**config.mk**
```make
export PLATFORM = sky130hd
export DESIGN_NAME = hrr_ctrl
export DESIGN_NICKNAME = d
export VERILOG_FILES = /design/src/hrr_pkg.sv /design/src/hrr_ctrl.sv
export SDC_FILE = /design/constraint.sdc
export NUM_CORES = 1
export LEC_CHECK = 0
export ABC_CLOCK_PERIOD_IN_PS = 5840
export BUFFER_PORTS_ARGS = -buffer_cell sky130_fd_sc_hd__buf_2
export CORE_MARGIN = 3
export CORE_UTILIZATION = 58
export CTS_BUF_LIST = sky130_fd_sc_hd__clkbuf_4
export DETAILED_ROUTE_END_ITERATION = 8
export HOLD_SLACK_MARGIN = 0.15
export PLACE_DENSITY = 0.83
export SYNTH_ARGS = -nofsm -noshare
export SYNTH_HDL_FRONTEND = slang
export SYNTH_SLANG_ARGS = --single-unit
```
**constraint.sdc**
```tcl
create_clock -name aclk -period 5.84 [get_ports aclk]
set_clock_uncertainty 0.2 [all_clocks]
set_input_delay 0.584 -clock aclk [delete_from_list [all_inputs] [get_ports aclk]]
set_output_delay 0.584 -clock aclk [all_outputs]
set_load 0.01 [all_outputs]
```
**src/hrr_pkg.sv**
```systemverilog
package hrr_pkg;

    localparam int BUFFER_BYTES = 1024;
    localparam int ADDR_W       = $clog2(BUFFER_BYTES);
    localparam int CURSOR_W     = $clog2(BUFFER_BYTES + 1);
    localparam int OFF_W        = 9;
    localparam int LEN_W        = 11;
    localparam int IDX_W        = 10;

    // Last report byte offset that still carries payload (257 byte report).
    localparam logic [OFF_W-1:0] OFF_LAST_PAYLOAD = 9'd256;
    localparam logic [OFF_W-1:0] OFF_SATURATE     = 9'd511;

    localparam int LC_CONTINUE = 0;
    localparam int LC_MORE     = 1;

    localparam int CFG_IDX_W = 2;
    localparam logic [CFG_IDX_W-1:0] CFG_HIGH_SPEED = 2'd0;
    localparam logic [CFG_IDX_W-1:0] CFG_IGNORE_ID  = 2'd1;

    typedef enum logic [2:0] {
        ST_BYTE     = 3'd0,
        ST_MORE     = 3'd1,
        ST_DONE     = 3'd2,
        ST_SHORT    = 3'd3,
        ST_MISMATCH = 3'd4,
        ST_OVERFLOW = 3'd5,
        ST_STRAY    = 3'd6,
        ST_READ     = 3'd7
    } status_t;

    typedef struct packed {
        logic             kind;
        logic [7:0]       report_byte;
        logic             end_of_report;
        logic [IDX_W-1:0] read_index;
    } in_t;

    typedef struct packed {
        logic [2:0]       status;
        logic [LEN_W-1:0] message_length;
        logic [7:0]       read_data;
    } out_t;

    // Result of one word as decided at acceptance; read data follows from the RAM.
    typedef struct packed {
        status_t          status;
        logic [LEN_W-1:0] len;
        logic             rd_sel;
    } res_t;

    typedef struct packed {
        logic              we;
        logic [ADDR_W-1:0] addr;
        logic [7:0]        data;
    } wr_t;

    // Report size for an id (link control byte included), 0 when unknown.
    function automatic logic [8:0] lookup_size(input logic hs, input logic [7:0] id);
        logic [8:0] sz;
        sz = '0;
        if (hs) begin
            case (id)
                8'h0D:   sz = 9'h005;
                8'h0E:   sz = 9'h009;
                8'h1F:   sz = 9'h00D;
                8'h10:   sz = 9'h011;
                8'h11:   sz = 9'h019;
                8'h12:   sz = 9'h031;
                8'h13:   sz = 9'h05F;
                8'h14:   sz = 9'h0C1;
                8'h15:   sz = 9'h0FF;
                default: sz = '0;
            endcase
        end else begin
            case (id)
                8'h05:   sz = 9'h008;
                8'h06:   sz = 9'h00A;
                8'h07:   sz = 9'h00E;
                8'h08:   sz = 9'h014;
                8'h09:   sz = 9'h03F;
                default: sz = '0;
            endcase
        end
        return sz;
    endfunction

endpackage

```
**src/hrr_ctrl.sv**
```systemverilog
module hrr_ctrl (
    input  logic                             aclk,
    input  logic                             aresetn,
    input  logic                             accept,
    input  hrr_pkg::in_t                     in_word,
    input  logic                             cfg_we,
    input  logic [hrr_pkg::CFG_IDX_W-1:0]    cfg_index,
    input  logic                             cfg_wdata,
    output hrr_pkg::res_t                    res,
    output hrr_pkg::wr_t                     wr,
    output logic                             re,
    output logic [hrr_pkg::ADDR_W-1:0]       raddr
);

    localparam int SUM_W = hrr_pkg::CURSOR_W + 1;

    logic [hrr_pkg::CURSOR_W-1:0] cursor_reg, cursor_next;
    logic [hrr_pkg::OFF_W-1:0]    offset_reg, offset_next;
    logic [7:0]                   id_reg, id_next;
    logic [1:0]                   flags_reg, flags_next;
    logic                         hs_reg, ign_reg;

    logic [hrr_pkg::OFF_W-1:0]    off, pay;
    logic [hrr_pkg::CURSOR_W-1:0] base;
    logic [SUM_W-1:0]             wsum, psum;
    logic                         report, overflow, cont, more;

    always_ff @(posedge aclk) begin
        if (!aresetn) begin
            cursor_reg <= '0;
            offset_reg <= '0;
            id_reg     <= '0;
            flags_reg  <= '0;
            hs_reg     <= 1'b0;
            ign_reg    <= 1'b0;
        end else begin
            cursor_reg <= cursor_next;
            offset_reg <= offset_next;
            id_reg     <= id_next;
            flags_reg  <= flags_next;
            if (cfg_we && cfg_index == hrr_pkg::CFG_HIGH_SPEED) begin
                hs_reg <= cfg_wdata;
            end
            if (cfg_we && cfg_index == hrr_pkg::CFG_IGNORE_ID) begin
                ign_reg <= cfg_wdata;
            end
        end
    end

    always_comb begin
        off      = offset_reg;
        pay      = off - 9'd1;
        cont     = flags_reg[hrr_pkg::LC_CONTINUE];
        more     = flags_reg[hrr_pkg::LC_MORE];
        base     = cont ? cursor_reg : '0;
        wsum     = SUM_W'(base) + SUM_W'(off) - SUM_W'(2);
        psum     = SUM_W'(cursor_reg) + SUM_W'(pay);
        overflow = psum > SUM_W'(hrr_pkg::BUFFER_BYTES);
        report   = accept && !in_word.kind;

        cursor_next = cursor_reg;
        offset_next = offset_reg;
        id_next     = id_reg;
        flags_next  = flags_reg;

        res.status = hrr_pkg::ST_BYTE;
        res.len    = '0;
        res.rd_sel = 1'b0;

        // Store payload bytes as they arrive; drop anything past the buffer.
        wr.we   = report && off >= 9'd2 && off <= hrr_pkg::OFF_LAST_PAYLOAD
                  && wsum < SUM_W'(hrr_pkg::BUFFER_BYTES);
        wr.addr = wsum[hrr_pkg::ADDR_W-1:0];
        wr.data = in_word.report_byte;

        re    = accept && in_word.kind;
        raddr = hrr_pkg::ADDR_W'(in_word.read_index);

        if (accept && in_word.kind) begin
            res.status = hrr_pkg::ST_READ;
            res.rd_sel = 32'(in_word.read_index) < 32'(hrr_pkg::BUFFER_BYTES);
        end else if (report) begin
            if (off == 9'd0) begin
                id_next = in_word.report_byte;
            end else if (off == 9'd1) begin
                flags_next = in_word.report_byte[1:0];
            end

            if (in_word.end_of_report) begin
                offset_next = '0;
                if (off < 9'd2) begin
                    res.status = hrr_pkg::ST_SHORT;
                end else if (off > hrr_pkg::OFF_LAST_PAYLOAD) begin
                    res.status = hrr_pkg::ST_MISMATCH;
                end else if (!ign_reg && hrr_pkg::lookup_size(hs_reg, id_reg) != off) begin
                    res.status = hrr_pkg::ST_MISMATCH;
                end else if (overflow) begin
                    res.status  = hrr_pkg::ST_OVERFLOW;
                    cursor_next = '0;
                end else if (cont && cursor_reg == '0) begin
                    res.status = hrr_pkg::ST_STRAY;
                end else begin
                    // A first report restarts the message at zero.
                    cursor_next = cont ? psum[hrr_pkg::CURSOR_W-1:0]
                                       : hrr_pkg::CURSOR_W'(pay);
                    if (more) begin
                        res.status = hrr_pkg::ST_MORE;
                    end else begin
                        res.status  = hrr_pkg::ST_DONE;
                        res.len     = hrr_pkg::LEN_W'(cursor_next);
                        cursor_next = '0;
                    end
                end
            end else if (off < hrr_pkg::OFF_SATURATE) begin
                offset_next = off + 9'd1;
            end
        end
    end

endmodule

```
==> out/metrics.csv, run 1 <==
metric,value,unit
status,finished clean,
RSZ-0062 raised after global routing,false,
fin crit period,5310,ps
area share of the largest cell type after synthesis,20.8,%
post-synthesis register bit count,40,
synthesized area per cell,7.82,sq um
CP Max Fanout,13,
WP data arrival,4520,ps
total CTS buffers,5,
DRT met1 WL,3770,microns
io pins,72,
root buf cell,clkbuf_4,
"wirelength, routed",9100,microns
pwr/cell area,140,nW/um^2
post-DP HPWL,7200,microns
placed insts,584,
Highest Signal Layer,met4,
Power Total,0.569,mW
Leakage,1.86,nW
diode count,0,
top-count cell post-synth,inv_1,
"CP delay by family, top",compound AO/OA/AOI/OAI gates,
port bufs,51,
CP most frequent cell,ha_1,
Final Hold Viols,0,
H-tree levels,2,
"EDFF count, synth",0,
Vias/cell,6.06,
sequential area share after synthesis,20.8,%
final max-slew violation count,0,
Vias,3588,
CTS tree,built,
Die Span X,87.6,microns
Layout fillers,572,
FMAX,0.188,GHz
met3 WL,446,microns
worst rel slew slack,61.0,%
nets,579,
GP Congestion,0.917,
"Warnings, synthesis",0,
TritonRoute pass-1 iters,5,
Slowest cell on crit path,dfxtp_1,
starting DRC count in detailed routing,193,
CTS max path bufs,2,
Area growth syn-to-layout,5.81,%
Initial Util,60.4,%
CTS clock-pin slew for the worst setup and hold paths,130,ps
Die Span Y,87.6,microns
Clock Sink Count,40,
Non-Filler Instances,592,
Async SR Flop Fraction,0,%
later-pin clock latency in the skew report,370,ps
first-pass GRT wire length,15100,microns
critical path type,flop to output port,
crit path buf inv count,3,
Congestion Overflow GR,0,
Tot GR Track Use,24.5,%
number of distinct library cells after synthesis,71,
Post-synth top cells,"44 x inv_1, 41 x nand2_1, 41 x nor2_1",
Setup TNS,0,ps
post-synth net total,558,
met2 wire length,4580,microns
Area contributors post-synth,"dfxtp_1 21%, ha_1 12%, xnor2_1 5.4%",
wire per inst,15.4,microns
drt drc,0,
vias in the first global route,3366,
Site Rows,29,
die area,7670,sq um
Slowest Stage Delay on Critical Path,610,ps
Worst-Margin Slew,583,ps
CORE AREA,6390,sq um
initial antenna violation count,0,
Mapped Area,3860,sq um
crit-path cells,inv_1 -> ha_1 -> nand2_1 -> xnor2_1 -> ha_1 -> a21o_1 -> a2111oi_1 -> a21oi_1 -> mux2i_1 -> nand4b_1 -> nor4bb_1 -> buf_4 -> nor3_4 -> and2_1 -> buf_2,
post-synthesis instance total,493,
# setup viols final,0,
Max-Cap Viols,0,
"Req. time, crit path",5060,ps
startpoint types,flop,
Synth Flop Type,dfxtp_1,
largest net degree at the start of global routing,24,
final period utilization,90.9,%
final core occ,63.9,%
Hold Crit Class,primary input to flop,
final hold slack,274,ps
share of cells above drive strength 1,15.1,%
Final ANT Viol Nets,0,
leading area contributor after synthesis,dfxtp_1,
CP endpoint kind,output port,
maximum vdd ir drop,0.000120,V
-- through the flow --
step | instance area, sq um | setup WS (ps)
finish | 4080 | 533
global route | 4080 | 141
CTS | 4070 | 401
detailed placement | 3990 | 820
global placement | 3990 | 1060
floorplan | 3860 | 1390
-- report_power, final --
| group | internal (mW) | switching, mW |
|---|---|---|
| combinational | 0.0402 | 0.0557 |
| clock | 0.0894 | 0.101 |
| sequential | 0.278 | 0.00584 |
-- per-layer routing --
metal / up-vias / global-route usage, %
met1: 1700 / 28.1
li1: 1753 / -
met5: - / 0
met4: 0 / 11.3
met3: 35 / 3.76
met2: 100 / 44.3
-- worst min-delay path, stage by stage --
cell and delay [ps]:
buf_2 80, mux2i_1 60, nor2b_1 90
-- cell type report --
class	instances	area, sq um	area share (%)
flip-flops and latches	40	801	19.6
multi-input cells	368	2660	65.2
clock buffers	5	37.5	0.920
well taps	77	96.3	2.36
repair buffers	53	270	6.62
inverters	46	173	4.23
clock inverters	3	42.5	1.04
-- timing repair --
item / in CTS / in global routing
endpoints found under the setup margin: 0 / 11
hold buffers: 0 / 0
buffers inserted: 0 / 0
resized for setup: 0 / 2
-- kinds of logic (layout without fill, tap and decap cells) --
logic type / count (synthesis) / in the layout / synth area share (%)
muxes: 15 / 15 / 3.92
buffers and inverters: 85 / 107 / 10.4
and+or+nand+nor: 189 / 189 / 27.9
adders and majority gates: 38 / 38 / 12.7
AOI/OAI and AO/OA: 98 / 98 / 17.9
xor gates and xnor gates: 28 / 28 / 6.36
DFF: 40 / 40 / 20.8
-- placed cells by master (no fill, tap or decap), types with 14 or more instances in the layout --
cell type / instances
and2_1: 15
mux2i_1: 14
nand2_1: 41
a21oi_1: 22
nor2b_1: 17
buf_2: 51
inv_1: 44
ha_1: 36
o21ai_0: 17
xnor2_1: 24
dfxtp_1: 40
nor2_1: 41
-- path summary, 6_finish.rpt --
| path | start | endpoint | slack (ps) | cells after the start |
|---|---|---|---|---|
| setup / recovery | off[0] | res[4] | 530 | 15 |
| hold / removal | in_word[18] | id_reg[7] | 270 | 3 |
| setup reg to reg | off[0] | cursor_reg[1] | 1490 | 14 |
| hold reg to reg | cursor_reg[2] | cursor_reg[2] | 370 | 1 |
Note: power is estimated with default switching activity, not from simulation.
==> inputs of run 2 (changes only) <==
- ABC_CLOCK_PERIOD_IN_PS: 5840 -> 4500
- CORE_UTILIZATION: 58 -> 53
- PLACE_DENSITY: 0.83 -> 0.8
- clock period: 5.84 -> 4.5 ns (I/O delays scaled with it)
==> run 2 against run 1 <==
  * Cell area rose by 9.1%
  * Count of clock-buffer cells in the layout did not move
  * Routed wire length rose by 12%
  * Sequential share of layout area fell by 1.3 points
  * First-iteration DRC count rose by 18%
  * Die area rose by 8.8%
  * Clock power rose by 37%
  * Non-clock buffer count rose by 19
  * Hold slack got worse by 120 ps
  * Utilization rose by 0.55 points
  * Critical path depth fell by 1
  * Largest power group unchanged
  * Register-to-register slack got worse by 810 ps
==> out/metrics.csv, run 2 (synthesized netlist as in run 1, its figures left out) <==
metric,value,unit,change
status,finished clean,,unchanged
Die Span X,91.3,microns,was 87.6 microns
Vias/cell,5.86,,was 6.06
worst rel slew slack,60.9,%,was 61.0%
final max-slew violation count,0,,unchanged
Hold Crit Class,primary input to flop,,unchanged
diode count,0,,unchanged
Area growth syn-to-layout,15.4,%,was 5.81%
Clock Sink Count,40,,unchanged
reg2reg setup slack,680,ps,was 1490 ps
wire per inst,16.2,microns,was 15.4 microns
CORE AREA,6910,sq um,was 6390 sq um
CP Max Fanout,7,,was 13
Non-Filler Instances,630,,was 592
# setup viols final,0,,unchanged
Tot GR Track Use,23.7,%,was 24.5%
initial antenna violation count,0,,unchanged
post-DP HPWL,7630,microns,was 7200 microns
maximum vdd ir drop,0.000176,V,was 0.000120 V
first-pass GRT wire length,16500,microns,was 15100 microns
Initial Util,55.9,%,was 60.4%
io pins,72,,unchanged
most frequent cells in the layout,"51 x buf_2, 41 x nor2_1, 41 x inv_1",,"was 51 x buf_2, 44 x inv_1, 41 x nor2_1, 41 x nand2_1, 40 x dfxtp_1"
WP data arrival,3800,ps,was 4520 ps
Vias,3692,,was 3588
placed insts,612,,was 584
root buf cell,clkbuf_4,,unchanged
RSZ-0062 raised after global routing,true,,was false
Setup TNS,0,ps,unchanged
Max-Cap Viols,0,,unchanged
H-tree levels,2,,unchanged
Site Rows,30,,was 29
pwr/cell area,173,nW/um^2,was 140 nW/um^2
Final Hold Viols,0,,unchanged
critical path type,flop to output port,,unchanged
Congestion Overflow GR,0,,unchanged
nets,598,,was 579
Die Span Y,91.3,microns,was 87.6 microns
CTS max path bufs,2,,unchanged
Worst-Margin Slew,585,ps,was 583 ps
die area,8340,sq um,was 7670 sq um
"most common cell after layout, fill and taps aside",buf_2,,unchanged
CTS tree,built,,unchanged
CTS clock-pin slew for the worst setup and hold paths,150,ps,was 130 ps
startpoint types,flop,,unchanged
later-pin clock latency in the skew report,380,ps,was 370 ps
TritonRoute pass-1 iters,5,,unchanged
port bufs,51,,unchanged
total CTS buffers,5,,unchanged
GP Congestion,0.912,,was 0.917
design area,4450,sq um,was 4080 sq um
share of cells above drive strength 1,24.2,%,was 15.1%
CP endpoint kind,output port,,unchanged
FMAX,0.225,GHz,
starting DRC count in detailed routing,228,,was 193
instance area at placement,4090,sq um,was 3990 sq um
"Req. time, crit path",3850,ps,was 5060 ps
vias in the first global route,3487,,was 3366
Leakage,2.01,nW,was 1.86 nW
final period utilization,98.9,%,
drt drc,0,,unchanged
fin crit period,4450,ps,
largest net degree at the start of global routing,26,,was 24
"wirelength, routed",10200,microns,was 9100 microns
Final ANT Viol Nets,0,,unchanged
[run 2: cell types whose count changed in the layout (fill, tap and decap cells not counted), moves of 3 or more]
cell,before,now
inv_1,44,41
xnor2_2,0,3
ha_1,36,32
ha_4,0,3
dfxtp_1,40,35
xnor2_1,24,21
dfxtp_4,0,3
buf_4,2,18
inv_2,0,3
[run 2: final cells by class]
class / instances / area (sq um)
clock buffers: 5 / 37.5
clock inverters: 3 / 46.3
fillers: 609 / 2450
inverters: 46 / 173
multi-input cells: 368 / 2840
flip-flops and latches: 40 / 815
well taps: 96 / 120
repair buffers: 72 / 423
[run 2: where the power goes]
part / switching [mW] / internal [mW] / total (mW)
logic: 0.0819 / 0.0620 / 0.144
registers: 0.00722 / 0.359 / 0.366
clock network: 0.141 / 0.119 / 0.260
total: 0.230 / 0.540 / 0.770
[run 2: repair_timing]
action,CTS,global route
setup endpoints to repair,14,14
hold buffers,1,0
gates resized for setup,22,27
cloned,0,1
buffers inserted,3,5
hold endpoints to repair,1,0
pin swaps,2,10
[run 2: layer usage]
metal	wire [microns]	share of wire, %	global-route usage (%)	up-vias
li1	-	-	-	1787
met1	4140	41	27.6	1749
met2	5230	51	43.0	129
met3	542	5.3	4.31	27
met4	301	2.9	8.29	0
met5	0	0	0	-
[run 2: path summary, 6_finish.rpt]
check | start | cells past startpoint | end
setup reg to reg | off[1] | 14 | cursor_reg[5]
hold / removal | cfg_wdata | 3 | hs_reg
hold reg to reg | cursor_reg[2] | 1 | cursor_reg[2]
setup / recovery | off[1] | 14 | res[13]
[run 2: stage by stage]
step                total power [mW]  utilization (%)  hold slack, ps  worst slack [ps]
finish                         0.770             64.5             151              49.1
global route                   0.801             64.5             156             -95.8
CTS                            0.763             62.1             152              6.26
detailed placement             0.502             59.1             329              27.0
global placement               0.498             59.1             337              14.5
floorplan                      0.478                -             285               185
[run 2: worst max-delay path, cell delays in order, from the launching register on]
cell	delay [ps]
dfxtp_4	430
inv_2	90
ha_1	380
inv_1	110
ha_1	330
a211oi_4	330
nor2_1	140
a311oi_2	350
and3_1	230
nand4_1	70
nor4bb_1	150
buf_4	160
or3_1	380
a21oi_2	130
buf_2	140
==> inputs of run 3 (changes only) <==
--- a/config.mk
+++ b/config.mk
@@ -13,2 +13,3 @@
 export DETAILED_ROUTE_END_ITERATION = 8
+export GPL_ROUTABILITY_DRIVEN = 0
 export HOLD_SLACK_MARGIN = 0.15
==> constraint.sdc (replaced) <==
create_clock -name aclk -period 4.5 [get_ports aclk]
set_clock_uncertainty 0.2 [all_clocks]
set_input_delay 0.9 -clock aclk [delete_from_list [all_inputs] [get_ports aclk]]
set_output_delay 0.9 -clock aclk [all_outputs]
set_load 0.01 [all_outputs]
==> run 3 against run 2 <==
  * The flow now finishes with violations (setup timing)
  * Combinational power rose by 5%
  * Via count rose by 2.4%
  * Utilization rose by 3.1 points
  * Cell count rose by 2.4%
  * Register-to-register slack improved by 30 ps
  * Routed wire length fell by 0.52%
  * Non-clock buffer count rose by 15
  * First-iteration DRC count fell by 26%
  * Power fell by 0.38%
  * Maximum frequency fell by 9.2%
  * Sequential power barely moved
  * Highest routed layer unchanged
==> out/metrics.csv, run 3 (synthesized netlist as in run 1, its figures left out) <==
metric,value,unit,change
status,"finished, violations left",,was finished clean
failing checks,setup timing,,
startpoint types,flop,,unchanged
total CTS buffers,5,,unchanged
largest net degree at the start of global routing,21,,was 26
H-tree levels,2,,unchanged
Vias/cell,5.86,,about the same
Congestion Overflow GR,0,,unchanged
instance area at placement,4280,sq um,was 4090 sq um
Vias,3782,,was 3692
"wirelength, routed",10200,microns,about the same
CTS clock-pin slew for the worst setup and hold paths,130,ps,was 150 ps
"CP delay by family, top",simple AND/OR/NAND/NOR gates,,unchanged
"worst slack, placed",-192,ps,was 27.0 ps
critical path type,flop to output port,,unchanged
worst setup margin,-403,ps,was 49.1 ps
Worst-Margin Slew,577,ps,was 585 ps
final period utilization,109,%,was 98.9%
CP Max Fanout,5,,was 7
CTS max path bufs,2,,unchanged
final max-slew violation count,0,,unchanged
Slowest Stage Delay on Critical Path,470,ps,was 430 ps
# hold bufs at CTS,0,,was 1
share of cells above drive strength 1,28.2,%,was 24.2%
crit-path cells,clkinvlp_4 -> ha_4 -> nand4_1 -> xnor2_2 -> ha_1 -> a2111oi_1 -> o21ai_1 -> a21o_1 -> and3_1 -> nand4_1 -> nor4bb_4 -> nor3_4 -> buf_4 -> and3b_1 -> buf_2,,was inv_2 -> ha_1 -> inv_1 -> ha_1 -> a211oi_4 -> nor2_1 -> a311oi_2 -> and3_1 -> nand4_1 -> nor4bb_1 -> buf_4 -> or3_1 -> a21oi_2 -> buf_2
nets,613,,was 598
vias in the first global route,3670,,was 3487
Max-Cap Viols,0,,unchanged
initial antenna violation count,0,,unchanged
port bufs,51,,unchanged
CTS tree,built,,unchanged
Leakage,2.10,nW,was 2.01 nW
CP most frequent cell,nand4_1,,was ha_1
Final ANT Viol Nets,0,,unchanged
Non-Filler Instances,645,,was 630
post-DP HPWL,7810,microns,was 7630 microns
crit path buf inv count,3,,was 4
"most common cell after layout, fill and taps aside",buf_2,,unchanged
die area,8340,sq um,unchanged
starting DRC count in detailed routing,169,,was 228
Power Total,0.767,mW,was 0.770 mW
design area,4660,sq um,was 4450 sq um
drt drc,0,,unchanged
io pins,72,,unchanged
TritonRoute pass-1 iters,5,,unchanged
diode count,0,,unchanged
final core occ,67.5,%,was 64.5%
Slowest cell on crit path,nor4bb_4,,was dfxtp_4
worst rel slew slack,61.4,%,was 60.9%
CP endpoint kind,output port,,unchanged
Die Span Y,91.3,microns,unchanged
fin crit period,4900,ps,was 4450 ps
Site Rows,30,,unchanged
Final Hold Viols,0,,unchanged
FMAX,0.204,GHz,was 0.225 GHz
Clock Sink Count,40,,unchanged
Area growth syn-to-layout,20.9,%,was 15.4%
first-pass GRT wire length,16700,microns,was 16500 microns
CORE AREA,6910,sq um,unchanged
pwr/cell area,164,nW/um^2,was 173 nW/um^2
WP data arrival,3800,ps,about the same
most frequent cells in the layout,"43 x buf_2, 41 x inv_1, 40 x nor2_1, 40 x nand2_1, 35 x dfxtp_1",,"was 51 x buf_2, 41 x nor2_1, 41 x inv_1"
RSZ-0062 raised after global routing,true,,unchanged
Initial Util,55.9,%,unchanged
wire per inst,15.8,microns,was 16.2 microns
Die Span X,91.3,microns,unchanged
"Req. time, crit path",3400,ps,was 3850 ps
# setup viols final,14,,was 0
maximum vdd ir drop,0.000148,V,was 0.000176 V
Hold Crit Class,flop to flop,,was primary input to flop
root buf cell,clkbuf_4,,unchanged
Tot GR Track Use,24.1,%,was 23.7%
later-pin clock latency in the skew report,360,ps,was 380 ps
placed insts,633,,was 612
[run 3: cell types whose count changed in the layout (fill, tap and decap cells not counted), sizes merged]
| cell | delta |
|---|---|
| buf | +16 |
| clkinv | +2 |
| dlygate4sd3 | -1 |
| inv | -2 |
[run 3: final timing paths]
check	startpoint	to	slack [ps]	cells past startpoint
worst min-delay path	cursor_reg[2]	cursor_reg[2]	370	1
worst max-delay path	off[0]	res[11]	-400	15
worst min register to register	cursor_reg[2]	cursor_reg[2]	370	1
worst max register to register	off[0]	cursor_reg[0]	710	13
[run 3: cell type report]
cell class / count / area [sq um]
Clock buffer: 5 / 37.5
Clock inverter: 3 / 42.5
Fill cell: 572 / 2240
Inverter: 46 / 176
Multi-Input combinational cell: 368 / 2870
Sequential cell: 40 / 815
Tap cell: 96 / 120
Timing Repair Buffer: 87 / 599
[run 3: repair_timing]
action | in CTS | in global routing
endpoints found under the hold margin | 0 | 0
pin swaps | 11 | 13
setup buffers | 3 | 1
resized for setup | 34 | 29
endpoints found under the setup margin | 15 | 16
gates cloned | 1 | 0
[run 3: through the flow]
| step | setup TNS [ps] | hold WS [ps] |
|---|---|---|
| finish | -5120 | 371 |
| global route | -6780 | 394 |
| CTS | -3720 | 365 |
| detailed placement | -2070 | 326 |
| global placement | -1130 | 330 |
| floorplan | 0 | 285 |
[run 3: power by group]
group | internal [mW] | switching, mW
Clock | 0.116 | 0.134
Sequential | 0.359 | 0.00693
Combinational | 0.0677 | 0.0834
Total | 0.543 | 0.224
[run 3: metal layers]
layer,share of wire (%),global-route usage (%),up-vias
met5,0,0,-
met2,51,43.9,132
met4,3.8,11.6,0
li1,-,-,1824
met1,40,27.5,1788
met3,4.3,3.07,38
